### config.mk
export PLATFORM = sky130hd
export DESIGN_NAME = bmf_div
export DESIGN_NICKNAME = d
export VERILOG_FILES = /design/src/sv/bmf_pkg.sv /design/src/sv/bmf_div.sv
export SDC_FILE = /design/constraint.sdc
export NUM_CORES = 1
export LEC_CHECK = 0
export ABC_CLOCK_PERIOD_IN_PS = 3050
export BUFFER_PORTS_ARGS = -buffer_cell sky130_fd_sc_hd__buf_2
export CAP_MARGIN = 5
export CORE_ASPECT_RATIO = 1.75
export CORE_UTILIZATION = 45
export DETAILED_ROUTE_END_ITERATION = 6
export MAX_ROUTING_LAYER = met4
export PLACE_DENSITY = 0.66
export SYNTH_ARGS = -nofsm -noshare
export SYNTH_HDL_FRONTEND = slang
export SYNTH_SLANG_ARGS = --single-unit
### constraint.sdc
create_clock -name clk -period 3.05 [get_ports clk]
set_input_delay 0.61 -clock clk [delete_from_list [all_inputs] [get_ports clk]]
set_output_delay 0.61 -clock clk [all_outputs]
set_load 0.01 [all_outputs]
### src/sv/bmf_pkg.sv
// ----------------------------------------------------------------------------
// bmf_pkg
// Types and constants shared by the box mean filter modules.
// ----------------------------------------------------------------------------
`default_nettype none

package bmf_pkg;

    localparam int GRAY_W   = 8;
    localparam int COL_W    = 10;
    localparam int ROW_W    = 16;
    localparam int WS_W     = 3;
    localparam int IW_W     = 11;
    localparam int IH_W     = 16;
    localparam int PADDR_W  = 4;
    localparam int PDATA_W  = 32;
    localparam int QUOT_W   = 8;

    localparam logic [1:0] REG_WINDOW_SIZE  = 2'd0;
    localparam logic [1:0] REG_IMAGE_WIDTH  = 2'd1;
    localparam logic [1:0] REG_IMAGE_HEIGHT = 2'd2;

    typedef struct packed {
        logic [GRAY_W-1:0] gray;
        logic              frame_start;
    } in_item_t;

    typedef struct packed {
        logic [COL_W-1:0]  col;
        logic [ROW_W-1:0]  row;
        logic [GRAY_W-1:0] mean;
    } out_item_t;

endpackage

`default_nettype wire

### src/sv/bmf_div.sv
// ----------------------------------------------------------------------------
// bmf_div
// Restoring divider, one quotient bit per cycle, 8-bit quotient.
// ----------------------------------------------------------------------------
`default_nettype none

module bmf_div #(
    parameter int NUMW = 16
) (
    input  wire logic                        clk,
    input  wire logic                        rst_n,
    input  wire logic                        start,
    input  wire logic [NUMW-1:0]             num,
    input  wire logic [NUMW-1:0]             den,
    output logic                             done,
    output logic [bmf_pkg::QUOT_W-1:0]       quot
);

    localparam int QW = bmf_pkg::QUOT_W;
    localparam int CNTW = $clog2(QW + 1);

    logic [NUMW-1:0] rem_reg, rem_next;
    logic [NUMW-1:0] dsh_reg, dsh_next;
    logic [QW-1:0]   q_reg, q_next;
    logic [CNTW-1:0] cnt_reg, cnt_next;
    logic            done_reg, done_next;

    always_comb
    begin
        rem_next  = rem_reg;
        dsh_next  = dsh_reg;
        q_next    = q_reg;
        cnt_next  = cnt_reg;
        done_next = 1'b0;
        if (start)
        begin
            rem_next = num;
            dsh_next = den << (QW - 1);
            cnt_next = CNTW'(QW);
        end
        else if (cnt_reg != '0)
        begin
            if (rem_reg >= dsh_reg)
            begin
                rem_next = rem_reg - dsh_reg;
                q_next   = {q_reg[QW-2:0], 1'b1};
            end
            else
            begin
                q_next   = {q_reg[QW-2:0], 1'b0};
            end
            dsh_next  = dsh_reg >> 1;
            cnt_next  = cnt_reg - 1'b1;
            done_next = (cnt_reg == CNTW'(1));
        end
    end

    always_ff @(posedge clk or negedge rst_n)
    begin
        if (!rst_n)
        begin
            cnt_reg  <= '0;
            done_reg <= 1'b0;
        end
        else
        begin
            cnt_reg  <= cnt_next;
            done_reg <= done_next;
        end
    end

    always_ff @(posedge clk)
    begin
        rem_reg <= rem_next;
        dsh_reg <= dsh_next;
        q_reg   <= q_next;
    end

    assign done = done_reg;
    assign quot = q_reg;

endmodule

`default_nettype wire

==> results by group <==
Outcome
  – Status: finished, final reports clean

Routing
  – Iter 0 DRT Violations: 79
  – Via/cell ratio: 5.29
  – DRT Wirelength: 5670 µm
  – Vias: 2,105
  – Detail Route Antenna Nets: 0
  – DRC: 0
  – DRT Pass-1 Iters: 4
  – WL/cell: 14.3 µm

Clock tree
  – Latest clock arrival within the worst-skew pair: 0.31 ns
  – PostCTS Resize Cnt: 0
  – CTS tree: done
  – Post-CTS Hold Fix Bufs: 0
  – Setup Fix Bufs, Post-CTS: 0
  – Root buf cell: clkbuf_8
  – Clock sink total: 45
  – CTS buffer count: 5
  – Clock Tree Buf Depth: 2
  – Clock Pin Slew Worst Setup and Hold Paths: 0.09 ns
  – H-tree levels: 2

Placement
  – HPWL after DPL: 4360 µm
  – Gpl congestion: 0.889
  – Placed insts: 390
  – Port buffer count: 36

GRT
  – Antenna violations before repair: 0
  – Vias in the first global route: 2,079
  – Largest net degree at the start of global routing: 33
  – First-pass GRT wire length: 9200 µm
  – GRT Util Overall: 20.2%
  – GRT overflow: 0

Timing
  – Final hold vios: 0
  – Setup TNS: 0 ns
  – Final period util: 82.3%
  – Setup repair after global routing missed its margin: no
  – Slew @ Worst Pin: 0.695 ns
  – Tmin final: 2.51 ns
  – Final Hold Slack: 0.100 ns
  – Fmax achieved: 398 MHz
  – Clock Skew: 0.00381 ns
  – Final setup viols: 0
  – Fin. max-slew vios: 0
  – Max transition margin: 53.5%

Finish
  – Area grow syn2layout: 13.1%
  – Diode count: 0
  – Final non-filler cell total: 398
  – Layout cells sized above 1: 18.4%
  – # nets final: 374
  – Fillers: 599

Critical path
  – Worst Path Class, Setup: flip-flop to flip-flop
  – CP cell instances: inv_1 > ha_1 > inv_1 > fa_1 > a21oi_1 > o211ai_2 > a21boi_1 > nor4_1 > or3_1
  – CP Data Required Time: 3.11 ns
  – Worst Path Max Fanout: 3
  – Worst path buffer plus inverter count: 2
  – Crit-path leading delay family: compound AO/OA/AOI/OAI gates
  – Critical path capture point type: flip-flop
  – Crit path largest cell delay: 0.42 ns
  – Slowest cell on crit path: fa_1
  – Critical path launch point type: flip-flop
  – Worst endpoint data arrival time: 2.57 ns
  – Worst path most repeated cell: inv_1

Floorplanning
  – Die width: 60.6 µm
  – # rows: 37
  – Initial Util: 46.3%
  – Ports: 44
  – Core area: 0.00583 mm²
  – Die area: 0.00633 mm²
  – Die Y: 105 µm

Logic synthesis
  – Post-synthesis sequential area ratio: 46.5%
  – Mapped cell area: 0.00270 mm²
  – Number of synthesized flops with an enable pin: 33
  – Post-synthesis cell type count: 53
  – Synthesized area per cell: 9.55 µm²
  – Ys flop type: edfxtp_1
  – Flops & latches, synth: 45
  – Post-synth ARST share: 11.1%
  – Syn nets: 338
  – Gate count of the mapped netlist: 283
  – Synth warnings: 0

Worst hold path
  – Hold Path Class: primary input to asynchronous set/reset pin

Power and ir drop
  – Leakage power: 1.26 nW
  – Peak VDD IR: 0.445 mV
  – Pwr Density: 1040 mW/mm²

Job
  – Max-cap violations: 0
-- cell families after synthesis --
kind of cell	after synthesis	synth area share, %
adder cells (fa/ha/maj)	20	9.54
AO/OA/AOI/OAI	78	19.4
buffers and inverters	38	5.46
multiplexers	2	0.833
flip-flops	45	46.5
AND/OR/NAND/NOR	90	15.1
XOR/XNOR	10	3.24
-- synth_stat cells, drive strengths merged (2+ instances only) --
cell	count	area share, %
dfxtp	7	5.2
xor2	5	1.6
or3	3	0.69
nor2b	2	0.46
and2	2	0.46
nor3	4	0.74
a21o	3	0.83
and3	4	0.93
nand4	3	0.93
xnor2	5	1.6
dfrtp	5	4.6
nand3	3	0.56
nor2	12	1.7
mux2	2	0.83
o211ai	4	1.3
a211o	2	0.65
edfxtp	33	37
ha	19	8.8
inv	26	3.6
a21oi	26	5.0
o31ai	11	3.4
o21ai	17	3.3
nand2	51	7.1
a221oi	2	0.65
a211oi	2	0.74
buf	4	0.69
o22ai	2	0.46
nor4	2	0.46
clkbuf	8	1.2
-- per-stage QoR --
step | utilization, % | instance area, µm² | power (mW) | worst slack, ns
after floorplan | - | 2700 | 2.37 | 0.748
after global placement | 50.9 | 2970 | 2.77 | 0.606
after detailed placement | 50.9 | 2970 | 2.79 | 0.582
after CTS | 52.4 | 3060 | 3.18 | 0.549
after global routing | 52.4 | 3060 | 3.43 | 0.370
final | 52.4 | 3060 | 3.17 | 0.540
-- per-layer routing --
metal | global-route usage (%) | share of wire (%) | vias up
li1 | - | - | 1083
met1 | 21.7 | 41 | 965
met2 | 33.6 | 52 | 46
met3 | 3.98 | 3.2 | 11
met4 | 10.7 | 3.5 | 0
met5 | - | 0 | -
-- worst paths after layout --
path	startpoint	endpoint	slack (ns)	depth (start not counted)
max in group asynchronous	rst_n	cnt_reg[2]$_DFFE_PN0P_	2.82	1
worst min-delay path	rst_n	cnt_reg[0]$_DFFE_PN0P_	0.10	1
worst max-delay path	rem_reg[0]$_DFFE_PP_	rem_reg[12]$_DFFE_PP_	0.54	9
worst min register to register	quot[1]$_DFFE_PP_	quot[2]$_DFFE_PP_	0.45	0
worst max register to register	rem_reg[0]$_DFFE_PP_	rem_reg[12]$_DFFE_PP_	0.54	9
min in group clk	quot[1]$_DFFE_PP_	quot[2]$_DFFE_PP_	0.45	0
-- placed cells by master (no fill, tap or decap), drive strengths merged, types with 7 or more instances in the layout --
master / Yosys / layout
a21oi: 26 / 26
edfxtp: 33 / 33
nand2: 51 / 51
nor2: 12 / 12
o31ai: 11 / 11
buf: 4 / 41
dfxtp: 7 / 7
ha: 19 / 19
o21ai: 17 / 17
inv: 26 / 27
-- cell type report --
cell class	instances	area [µm²]	share of cell area [%]
inverter	26	97.6	3.19
clock buffer	5	68.8	2.25
multi-input combinational	200	1300	42.5
sequential	45	1260	41.1
clock inverter	3	21.3	0.696
tap	78	97.6	3.19
timing repair buffer	41	218	7.12
-- power breakdown --
part	leakage, nW	internal (mW)	switching [mW]
combinational	0.753	0.681	1.06
clock	0.0445	0.163	0.220
sequential	0.461	0.955	0.0923
No activity file was read; power rests on OpenSTA's default activity.
