## config.mk

```make
export PLATFORM = sky130hd
export DESIGN_NAME = bmf_cell
export DESIGN_NICKNAME = d
export VERILOG_FILES = /design/src/sv/bmf_cell.sv
export SDC_FILE = /design/constraint.sdc
export NUM_CORES = 1
export LEC_CHECK = 0
export BUFFER_PORTS_ARGS = -buffer_cell sky130_fd_sc_hd__buf_2
export CAP_MARGIN = 5
export CORE_MARGIN = 2
export CORE_UTILIZATION = 40
export DETAILED_ROUTE_END_ITERATION = 8
export PLACE_DENSITY_LB_ADDON = 0.15
export SLEW_MARGIN = 20
export SYNTH_ARGS = -nofsm -noshare
export SYNTH_HDL_FRONTEND = slang
export SYNTH_SLANG_ARGS = --single-unit
```

## constraint.sdc

```tcl
create_clock -name clk -period 2 [get_ports clk]
set_input_delay 0.1 -clock clk [delete_from_list [all_inputs] [get_ports clk]]
set_output_delay 0.1 -clock clk [all_outputs]
set_load 0.02 [all_outputs]
```

## src/sv/bmf_cell.sv

```systemverilog
// ----------------------------------------------------------------------------
// bmf_cell
// One window column: holds a column sum, passes it on, adds it to the window sum when IDX < n.
// ----------------------------------------------------------------------------
`default_nettype none

module bmf_cell #(
    parameter int IDX   = 0,
    parameter int CSW   = 11,
    parameter int WSW   = 14,
    parameter int NW    = 3
) (
    input  wire logic           clk,
    input  wire logic           rst_n,
    input  wire logic           shift,
    input  wire logic [CSW-1:0] din,
    input  wire logic [NW-1:0]  n,
    input  wire logic [WSW-1:0] acc_in,
    output logic      [CSW-1:0] dout,
    output logic      [WSW-1:0] acc_out
);

    logic [CSW-1:0] val_reg;
    logic [CSW-1:0] val_next;

    always_comb
    begin
        val_next = shift ? din : val_reg;
    end

    always_ff @(posedge clk or negedge rst_n)
    begin
        if (!rst_n)
        begin
            val_reg <= '0;
        end
        else
        begin
            val_reg <= val_next;
        end
    end

    assign dout    = val_reg;
    assign acc_out = (32'(n) > IDX) ? acc_in + WSW'(val_reg) : acc_in;

endmodule

`default_nettype wire

```

==> impl_metrics.env, run 1 <==
export IMPL_status="complete, but fails checks"
export IMPL_violations="setup timing"
export IMPL_num_antenna_cells=0
export IMPL_synth_nets=157
export IMPL_synth_top_family_by_area="compound AO/OA/AOI/OAI gates"
export IMPL_layout_common_cells="47 x buf_2, 23 x buf_4, 17 x nand2_1"
export IMPL_clock_tree_root_cell="clkbuf_4"
export IMPL_nets=234
export IMPL_antenna_found_initial=0
export IMPL_worst_slack_ns=-0.416
export IMPL_powerDensity_mw_per_mm2=691
export IMPL_finalClockSkew_ns=0
export IMPL_final_antenna_net_count=0
export IMPL_start_kind="flop"
export IMPL_synth_seq_cells=11
export IMPL_vias_per_cell=5.10
export IMPL_power_mw=1.17
export IMPL_largest_reg_flops=11
export IMPL_rows=18
export IMPL_io_pins=56
export IMPL_drt_pass1_iterations=4
export IMPL_grt_first_pass_wirelength_mm=4.24
export IMPL_grt_pass1_vias=993
export IMPL_dpl_cell_area_mm2=0.00150
export IMPL_path_class="reg2out"
export IMPL_syn_cell_area_mm2=0.00104
export IMPL_min_period_over_period_pct=121
export IMPL_maxSlewHeadroom_pct=70.0
export IMPL_portBuffers=55
export IMPL_grt_ovfl_total=0
export IMPL_dr_first_iter_drc_count=10
export IMPL_leakagePower_nw=0.820
export IMPL_synthAdderAreaFrac_pct=15.2
export IMPL_fin_crit_ns=2.42
export IMPL_initial_core_util_pct=41.9
export IMPL_yosys_cell_types_count=30
export IMPL_n_fill_cell=212
export IMPL_synthMuxAreaShare_pct=11.9
export IMPL_dp_hpwl_mm=2.17
export IMPL_fin_area_mm2=0.00169
export IMPL_worstPathArrival_ns=2.32
export IMPL_grt_max_degree=15
export IMPL_fp_dieArea_mm2=0.00302
export IMPL_hold_viol=0
export IMPL_numCtsBuffers=3
export IMPL_worstPathRequired_ns=1.90
export IMPL_wl_per_cell_um=12.6
export IMPL_peakVddDrop_v=0.000486
export IMPL_die_h_um=54.9
export IMPL_slew_viol_final=0
export IMPL_hp_class="in2reg"
export IMPL_setup_viol=10
export IMPL_die_w_um=54.9
export IMPL_final_common_cell="buf_2"
export IMPL_cts_sinks=11
export IMPL_cts_buffer_depth=2
export IMPL_synth_xor_area_share_pct=10.1
export IMPL_avgSynthCellArea_um2=9.10
export IMPL_ys_seq_area_share_pct=26.5
export IMPL_clkLatencyLatePin_ns=0.27
export IMPL_area_growth_pct=62.8
export IMPL_cts_tree="done"
export IMPL_yosysWarnings=0
export IMPL_fmax_mhz=414
export IMPL_syn_inst=114
export IMPL_drive_gt1_share_pct=60.0
export IMPL_worstMarginPinSlew_ns=0.450
export IMPL_route_vias_total=1123
export IMPL_drc=0
export IMPL_cp_end_kind="output pin"
export IMPL_grt_usage_pct=19.6
export IMPL_globalplace_congestion=0.821
export IMPL_rsz0062_at_grt="true"
export IMPL_holdWs_ns=0.0572
export IMPL_core_mm2=0.00248
export IMPL_synth_compound_area_share_pct=22.8
export IMPL_worst_path_max_fanout=3
export IMPL_wirelength_mm=2.78
export IMPL_path_clk_slew_ns=0.07
export IMPL_cap_violations=0
export IMPL_cts_htree_levels=1
export IMPL_yosys_area_share_simple_pct=11.9
## what timing repair did
item | in CTS | in global routing
hold endpoints to repair | 11 | 0
gates resized for setup | 16 | 14
setup buffers | 2 | 2
cloned | 0 | 0
endpoints found under the setup margin | 10 | 10
hold buffers | 1 | 0
pin swaps | 14 | 6
## stage by stage
step | instances | TNS (ns) | util [%] | setup WS, ns
after floorplan | 114 | -0.323 | - | -0.129
after global placement | 211 | -0.485 | 60.5 | -0.183
after detailed placement | 211 | -0.541 | 60.5 | -0.216
after CTS | 218 | -2.68 | 65.1 | -0.471
after global routing | 220 | -3.51 | 68.2 | -0.512
final | 220 | -2.60 | 68.2 | -0.416
## where the power goes
group,switching [mW],leakage [nW],internal [mW]
Sequential,0.0212,0.127,0.246
Clock,0.0757,0.0177,0.0740
Combinational,0.391,0.675,0.359
Total,0.488,0.820,0.679
## cell type report
cell class	instances	area, um2	share of cell area, %
clock inverters	1	5.00	0.296
flip-flops and latches	11	278	16.4
inverters	1	3.75	0.222
multi-input cells	99	880	52.1
repair buffers	75	463	27.4
clock buffers	3	22.5	1.33
well taps	30	37.5	2.22
## cells by family after synthesis
| kind of cell | count (synthesis) |
|---|---|
| and+or+nand+nor | 28 |
| muxes | 11 |
| DFF | 11 |
| adders and majority gates | 12 |
| buffers and inverters | 4 |
| xor gates and xnor gates | 12 |
| AOI/OAI and AO/OA | 36 |
## path summary, 6_finish.rpt
kind,endpoint,slack [ns],startpoint,cells after the start
max,acc_out[12],-0.42,dout[0],8
min,dout[4],0.06,din[4],2
max reg2reg,dout[0],0.95,dout[0],3
min reg2reg,dout[5],0.55,dout[5],1
max in group asynchronous,dout[1],1.55,rst_n,2
min in group asynchronous,dout[6],0.23,rst_n,2
## worst max-delay path: stages, from the launching register on
cell and delay, ns:
dfrtp_2 0.43, ha_4 0.16, fa_2 0.33, a21o_1 0.20, a221oi_4 0.27, nor3_2 0.07, o311ai_2 0.28, xnor2_2 0.15
buf_4 0.16
## metal layers
metal | up-vias | global-route usage, % | share of wire [%]
met4 | 0 | 6.91 | 0.97
li1 | 577 | - | -
met3 | 5 | 3.76 | 6.3
met5 | - | 0 | 0
met1 | 502 | 26.9 | 46
met2 | 39 | 30.6 | 46
## cells in the mapped netlist
cell type	instances	share of area, %
inv_1	1	0.36
nor2_1	4	1.4
o31ai_1	1	0.72
nand3_1	1	0.48
a211oi_1	1	0.72
nor2b_1	1	0.60
xnor2_1	8	6.8
ha_1	11	13
o21a_1	1	0.72
a21o_1	4	2.9
clkbuf_1	3	1.1
fa_1	1	1.9
nor3_2	1	0.97
a31oi_1	1	0.60
a21o_2	1	0.84
o2111ai_1	1	0.84
nor3_1	1	0.48
o211a_1	1	0.97
and3_1	1	0.60
dfrtp_1	11	27
a221oi_2	1	1.4
a21oi_1	12	5.8
or3_1	1	0.60
xor2_1	4	3.4
o21ai_0	10	4.8
mux2_2	11	12
a211o_1	1	0.84
nor4_1	1	0.60
o311ai_2	1	1.6
nand2_1	17	6.2
Note: power is estimated with default switching activity, not from simulation.
==> run 2, diff against run 1 <==
- ABC_CLOCK_PERIOD_IN_PS: default -> 2000
- CAP_MARGIN: 5 -> 20
- RECOVER_POWER: default -> 25
==> run 2 against run 1 <==
Against the previous run: the run still ends with setup timing left; die area unchanged; utilization down 0.051 points; hold slack about the same; via count unchanged; routed wire length about the same; total power about the same; first-iteration DRC count unchanged; clock power about the same; final cell count unchanged; sequential cell count unchanged.
==> impl_metrics.env, run 2 (synthesis results as in run 1) <==
export IMPL_start_kind="flop"
export IMPL_final_common_cell="buf_2"
export IMPL_grt_usage_pct=19.6
export IMPL_hold_depth=2
export IMPL_antenna_found_initial=0
export IMPL_area_growth_pct=62.7
export IMPL_worst_path_max_fanout=3
export IMPL_core_mm2=0.00248
export IMPL_grt_first_pass_wirelength_mm=4.24
export IMPL_cts_buffer_depth=2
export IMPL_fmax_mhz=414
export IMPL_cap_violations=0
export IMPL_cts_sinks=11
export IMPL_leakagePower_nw=0.817
export IMPL_die_h_um=54.9
export IMPL_cts_htree_levels=1
export IMPL_path_clk_slew_ns=0.07
export IMPL_peakVddDrop_v=0.000486
export IMPL_holdWs_ns=0.0572
export IMPL_crit_reg2reg_launch="dout[0]"
export IMPL_portBuffers=55
export IMPL_cts_tree="done"
export IMPL_power_mw=1.17
export IMPL_worstPathArrival_ns=2.32
export IMPL_numCtsBuffers=3
export IMPL_dr_first_iter_drc_count=10
export IMPL_hold_end="dout[4]"
export IMPL_path_class="reg2out"
export IMPL_route_vias_total=1123
export IMPL_worstPathRequired_ns=1.90
export IMPL_initial_core_util_pct=41.9
export IMPL_powerDensity_mw_per_mm2=691
export IMPL_drt_pass1_iterations=4
export IMPL_drc=0
export IMPL_fp_dieArea_mm2=0.00302
export IMPL_rows=18
export IMPL_largest_reg_flops=11
export IMPL_timing_rr_end="dout[0]"
export IMPL_hp_class="in2reg"
export IMPL_worst_r2r_cell_count=3
export IMPL_slew_viol_final=0
export IMPL_grt_pass1_vias=993
export IMPL_nets=234
export IMPL_clock_tree_root_cell="clkbuf_4"
export IMPL_globalplace_congestion=0.821
export IMPL_cp_end_kind="output pin"
export IMPL_die_w_um=54.9
export IMPL_drive_gt1_share_pct=59.5
export IMPL_postLayoutCoreUtil_pct=68.1
export IMPL_final_antenna_net_count=0
export IMPL_grt_max_degree=15
export IMPL_fin_crit_ns=2.42
export IMPL_clkLatencyLatePin_ns=0.27
export IMPL_status="complete, but fails checks"
export IMPL_layout_common_cells="46 x buf_2, 23 x buf_4, 17 x nand2_1"
export IMPL_rsz0062_at_grt="true"
export IMPL_setup_viol=10
export IMPL_place_ws_ns=-0.216
export IMPL_dp_hpwl_mm=2.17
export IMPL_fin_setup_tns_ns=-2.60
export IMPL_num_antenna_cells=0
export IMPL_finalClockSkew_ns=0
export IMPL_maxSlewHeadroom_pct=59.2
export IMPL_min_period_over_period_pct=121
export IMPL_rrSetupSlack_ns=0.95
export IMPL_worstMarginPinSlew_ns=0.612
export IMPL_vias_per_cell=5.10
export IMPL_hold_path_startpoint="din[4]"
export IMPL_worst_slack_ns=-0.416
export IMPL_wirelength_mm=2.78
export IMPL_hold_viol=0
export IMPL_io_pins=56
export IMPL_violations="setup timing"
export IMPL_grt_ovfl_total=0
export IMPL_wl_per_cell_um=12.6
-- run 2: how the worst max path moves through the flow --
stage / start / endpoint
after global placement: dout[0] / acc_out[12]
after detailed placement: dout[0] / acc_out[12]
final: dout[0] / acc_out[12]
after global routing: dout[0] / acc_out[12]
after floorplan: dout[0] / acc_out[12]
after CTS: dout[0] / acc_out[12]
-- run 2: layer usage --
| layer | global-route usage, % | wire, um | vias to the layer above | part of all wire [%] |
|---|---|---|---|---|
| met5 | 0 | 0 | - | 0 |
| met4 | 6.91 | 27 | 0 | 0.97 |
| met3 | 3.76 | 176 | 5 | 6.3 |
| met2 | 30.6 | 1290 | 39 | 46 |
| met1 | 26.9 | 1290 | 502 | 46 |
| li1 | - | - | 577 | - |
-- run 2: what timing repair did --
item	in CTS	in global routing
setup buffers	2	2
pin swaps	14	6
endpoints found under the setup margin	10	10
hold buffers	1	0
hold endpoints to repair	11	0
gates resized for setup	16	14
-- run 2: where the power goes --
group          switching, mW  leakage, nW  internal, mW  total (mW)
registers             0.0213        0.127         0.246       0.267
clock network         0.0756       0.0177        0.0740       0.150
logic                  0.391        0.673         0.359       0.750
-- run 2: critical path, stage by stage (launching register included) --
cell and delay, ns:
dfrtp_2 0.43, ha_4 0.16, fa_2 0.33, a21o_1 0.20
a221oi_4 0.27, nor3_2 0.07, o311ai_2 0.28, xnor2_2 0.15
buf_4 0.16
-- run 2: layout make-up --
type | instances | area [um2]
inverter | 1 | 3.75
sequential | 11 | 278
multi-input combinational | 99 | 880
clock inverter | 1 | 5.00
tap | 30 | 37.5
timing repair buffer | 75 | 462
fill | 213 | 790
clock buffer | 3 | 22.5
-- run 2: stage by stage --
| step | cell area [um2] | cells |
|---|---|---|
| global route | 1690 | 220 |
| finish | 1690 | 220 |
| CTS | 1610 | 218 |
| global placement | 1500 | 211 |
| floorplan | 1080 | 114 |
| detailed placement | 1500 | 211 |
